$ cat config.mk
export PLATFORM = sky130hd
export DESIGN_NAME = pmba_ctrl
export DESIGN_NICKNAME = d
export VERILOG_FILES = /design/src/rtl/core/pmba_pkg.sv /design/src/rtl/core/pmba_ctrl.sv
export SDC_FILE = /design/constraint.sdc
export NUM_CORES = 1
export LEC_CHECK = 0
export BUFFER_PORTS_ARGS = -buffer_cell sky130_fd_sc_hd__clkbuf_2
export CORE_AREA = 2 2 39 41
export CTS_CLUSTER_DIAMETER = 50
export DETAILED_ROUTE_END_ITERATION = 12
export DIE_AREA = 0 0 41 43
export PLACE_DENSITY_LB_ADDON = 0.08
export SETUP_SLACK_MARGIN = 0.1
export SYNTH_ARGS = -nofsm -noshare
export SYNTH_HDL_FRONTEND = slang
export SYNTH_SLANG_ARGS = --single-unit
$ cat constraint.sdc
create_clock -name clk -period 1.1 [get_ports clk]
set_input_delay 0.165 -clock clk [delete_from_list [all_inputs] [get_ports clk]]
set_output_delay 0.165 -clock clk [all_outputs]
set_load 0.01 [all_outputs]
$ cat src/rtl/core/pmba_pkg.sv
// Package with shared types and constants of the pixel mosaic block average unit.
`default_nettype none
package pmba_pkg;

	localparam int DEF_MAX_WIDTH = 2048;
	localparam int DEF_MAX_CELL  = 64;
	localparam int SUM_W         = 20;
	localparam int ROW_MAX       = 4095;

	localparam logic [1:0] REG_CELL_WIDTH  = 2'd0;
	localparam logic [1:0] REG_CELL_HEIGHT = 2'd1;
	localparam logic [1:0] REG_IMAGE_WIDTH = 2'd2;

	typedef enum logic [1:0] {
		ST_IDLE,
		ST_READ,
		ST_DIVIDE,
		ST_OUTPUT
	} pmba_state_t;

	// Commands from the controller to the datapath.
	typedef struct packed {
		logic take_pixel;
		logic start_read;
		logic finish_cell;
		logic div_start;
		logic out_load;
	} pmba_cmd_t;

	// Status from the datapath to the controller.
	typedef struct packed {
		logic emit;
		logic div_busy;
	} pmba_stat_t;

endpackage
`default_nettype wire

$ cat src/rtl/core/pmba_ctrl.sv
// Controller state machine of the pixel mosaic block average unit.
`default_nettype none
module pmba_ctrl
	import pmba_pkg::*;
(
	input  wire        clk,
	input  wire        arst_n,
	input  wire        in_valid,
	output logic       in_ready,
	input  wire        out_free,
	input  pmba_stat_t stat,
	output pmba_cmd_t  cmd
);

	pmba_state_t state_q, state_d;

	always_ff @(posedge clk or negedge arst_n) begin
		if (!arst_n) begin
			state_q <= ST_IDLE;
		end else begin
			state_q <= state_d;
		end
	end

	always_comb begin
		state_d = state_q;
		unique case (state_q)
			ST_IDLE: begin
				if (in_valid) begin
					state_d = ST_READ;
				end
			end
			ST_READ: begin
				if (stat.emit) begin
					state_d = ST_DIVIDE;
				end else begin
					state_d = ST_IDLE;
				end
			end
			ST_DIVIDE: begin
				if (!stat.div_busy) begin
					state_d = ST_OUTPUT;
				end
			end
			ST_OUTPUT: begin
				if (out_free) begin
					state_d = ST_IDLE;
				end
			end
			default: state_d = ST_IDLE;
		endcase
	end

	always_comb begin
		cmd = '0;
		in_ready = 1'b0;
		unique case (state_q)
			ST_IDLE: begin
				in_ready = 1'b1;
				cmd.take_pixel = in_valid;
			end
			ST_READ: begin
				cmd.finish_cell = 1'b1;
				cmd.div_start = stat.emit;
			end
			ST_DIVIDE: begin
			end
			ST_OUTPUT: begin
				cmd.out_load = out_free;
			end
			default: begin
			end
		endcase
	end

endmodule
`default_nettype wire

== Word-level counts from Yosys, hierarchy flattened ==
Cells that the tools add are included.

* Equal/unequal tests: 6
* Mux-type cells: 9
* Reduce and logical (&&, ||, !) cells: 2

{| class="wikitable"
|+ Operators by type and width
! cell !! number
|-
| 2-bit 2-to-1 mux || 5
|-
| 2-bit case mux with 4 select lines || 1
|-
| 2-bit inequality test, second input constant || 3
|-
| 2-bit equality test, second input constant || 2
|-
| 1-bit 2-to-1 mux || 3
|-
| 3-bit AND reduction || 1
|-
| 2-bit by 1-bit equality test with 1-bit output, second input constant || 1
|-
| 2-bit zero test || 1
|}

* Register bits: 2
* Input bits: 6
* Output and inout port bits: 6
* Logic and storage cells: 18

== Depth between registers and ports, before layout ==
* Word-level depth: 3
* Gate-level depth with buffers: 3

== Least setup slack after synthesis ==
No wires, ideal clock.

* Kind: reg2out
* Start: register with a tool-made name
* End: output cmd[1] (netlist bit)
* Arrival: 0.840 ns
* Path slack: 0.095 ns
* Cell stages (with the launch flop): 3
* Cells stage by stage: dfrtp_1 -> nor2b_1 -> and2_1

{| class="wikitable"
|+ RTL lines
! element !! line !! source
|-
| end, declared || pmba_ctrl.sv:12 || <nowiki>output pmba_cmd_t cmd</nowiki>
|}

==> results_dict.tcl <==
set metrics [dict create \
    diodes 0 \
    cts.path.max_buffers 2 \
    outcome "complete, but fails checks" \
    cts.sinks 2 \
    reg2reg_depth 3 \
    place_ws_ns 0.0949 \
    portBuffers 10 \
    drv_cap 0 \
    crit_arrival_ns 1.03 \
    synth_edf_count 0 \
    grt_pass1_wl_um 503 \
    hp-class "input port to register" \
    finalCritPeriodShare 1.09 \
    drive_gt1_frac 0.621 \
    synthTopCellsByCount "2 x and2_1, 2 x dfrtp_1, 2 x nor2_1" \
    cts_made_buffers 3 \
    wl_um 328 \
    die_area_um2 1760 \
    crit_path_start_kind "register" \
    yosys.area.top_type "dfrtp_1" \
    viasPerCell 3.24 \
    drc 0 \
    critPathKind "register to primary output" \
    hold_path_depth 2 \
    regArea_um2 52.6 \
    synth_async_sr_flop_share 1.00 \
    syn_avg_cell_area_um2 8.17 \
    clk_latency_ns 0.22 \
    routedWlPerCell_um 7.29 \
    overflow 0 \
    syn_nets 21 \
    fmax_mhz 836 \
    postRouteAntennaNets 0 \
    p_total_uw 615 \
    top_usage_layer "met2" \
    critPathCaptureType "primary output" \
    routed-via-count 146 \
    clk_pin_slew_ns 0.03 \
    grt_use_met1 0.0385 \
    violations "setup timing" \
    rows 14 \
    multi_input_area_um2 76.3 \
    start_util 0.0886 \
    synth_area_leaders "dfrtp_1 41%, and2_1 10%, mux2i_1 8.2%" \
    ys.flop_type "dfrtp_1" \
    setup_viol 3 \
    hold_end "state_q[0]" \
    skew_ns 0.00352 \
    place.gp.congestion 0.530 \
    path_max_fanout 6 \
    fin_nets 37 \
    period_minus_slack_ns 1.20 \
    r2r_end "state_q[0]" \
    cp.required_ns 0.94 \
    yosys_register_bits 2 \
    synth_warnings 0 \
    grt_pass1_vias 142 \
    slew_viol_final 0 \
    ir_drop_uv 460 \
    synth_top_area_frac 0.408 \
    cellPowerDensity_nw_per_um2 2530 \
    drt_iter0_drc 3 \
    root_buffer "clkbuf_4" \
    io_pins 12 \
    antenna_found_initial 0 \
    final_hold_viol_count 0 \
    fin_ws_ns -0.0968 \
    htree_levels 1 \
    area_delta_synth_final_pct 98.0 \
    hpwl_um 269 \
    met3_usage 0.0314 \
    dieWidth_um 41 \
    dr.pass1.iters 2 \
    fp.dieH_um 43 \
    globalRouteTotalUtil 0.0491 \
    syn_inst 15 \
    rsz0062_at_grt "yes" \
    p_leak_uw 0.000131 \
    cts_tree "yes" \
    reg2reg_setup_slack_ns 0.13 \
    grt_util_met2 0.0688 \
    fillers 171 \
    min_from "out_free" \
    yosysSeqAreaShare 0.408 \
    grt_max_degree 7 \
    core_area_um2 1380 \
    synth.distinct_cells 12 \
    synth_area_um2 123 \
]
## layer usage
layer  up-vias  part of all wire
met5         -                 0
met4         0                 0
met3         0              0.12
met2         6              0.54
met1        64              0.34
li1         76                 -
## power breakdown
part,total (µW),switching (µW),internal (µW)
Sequential,190,71.2,119
Combinational,266,114,152
Clock,159,39.3,120
## final cells by class
cell class                 count  share of cell area
clock buffer                   3              0.0928
sequential                     2               0.216
timing repair buffer          12               0.278
inverter                       1              0.0155
multi-input combinational     11               0.314
tap                           16              0.0825
## placed cells by master (no fill, tap or decap)
cell type      count
conb_1             1
buf_4              1
nor2_4             1
buf_2              3
clkbuf_4           3
nor2_1             1
nand2_1            1
o22ai_1            1
mux2i_1            1
inv_1              1
nor2b_4            1
dlygate4sd3_1      1
and2_1             2
dfrtp_2            2
a21oi_1            1
clkbuf_2           7
and3_1             1
## per-stage QoR
stage | cells | util | hold WS, ns | TNS, ns | cell area (µm²)
floorplan | 15 | - | -0.131 | 0 | 125
global placement | 40 | 0.136 | -0.0471 | 0 | 188
detailed placement | 40 | 0.136 | -0.0436 | 0 | 188
CTS | 45 | 0.171 | 0.137 | -0.293 | 236
global route | 45 | 0.175 | 0.155 | -0.396 | 243
finish | 45 | 0.175 | 0.141 | -0.208 | 243
## logic make-up after synthesis
family | Yosys count | share of synthesized area
other cells | 1 | 0.0306
simple gates | 7 | 0.296
flops | 2 | 0.408
buf+inv | 2 | 0.0918
compound gates | 2 | 0.0918
mux | 1 | 0.0816
## critical path: stages, from the launching register on
cell      delay, ns
dfrtp_2        0.43
nor2b_4        0.14
and2_1         0.13
clkbuf_2       0.12
## worst max-delay path by stage
stage | start | end | slack [ns] | depth (start not counted)
2_1_floorplan | register | cmd[4] | 0.11 | 2
3_3_place_gp | register | cmd[4] | 0.09 | 3
3_5_place_dp | register | cmd[4] | 0.09 | 3
4_1_cts | state_q[0] | cmd[1] | -0.12 | 3
5_1_grt | state_q[0] | cmd[1] | -0.14 | 3
6_report | state_q[0] | cmd[1] | -0.1 | 3
## what timing repair did
action,CTS,global route
setup buffers,1,0
hold buffers,1,0
endpoints found under the hold margin,2,0
resized for setup,3,5
pin swaps,1,0
setup endpoints to repair,5,6
Power figures use the tool's default switching activity.
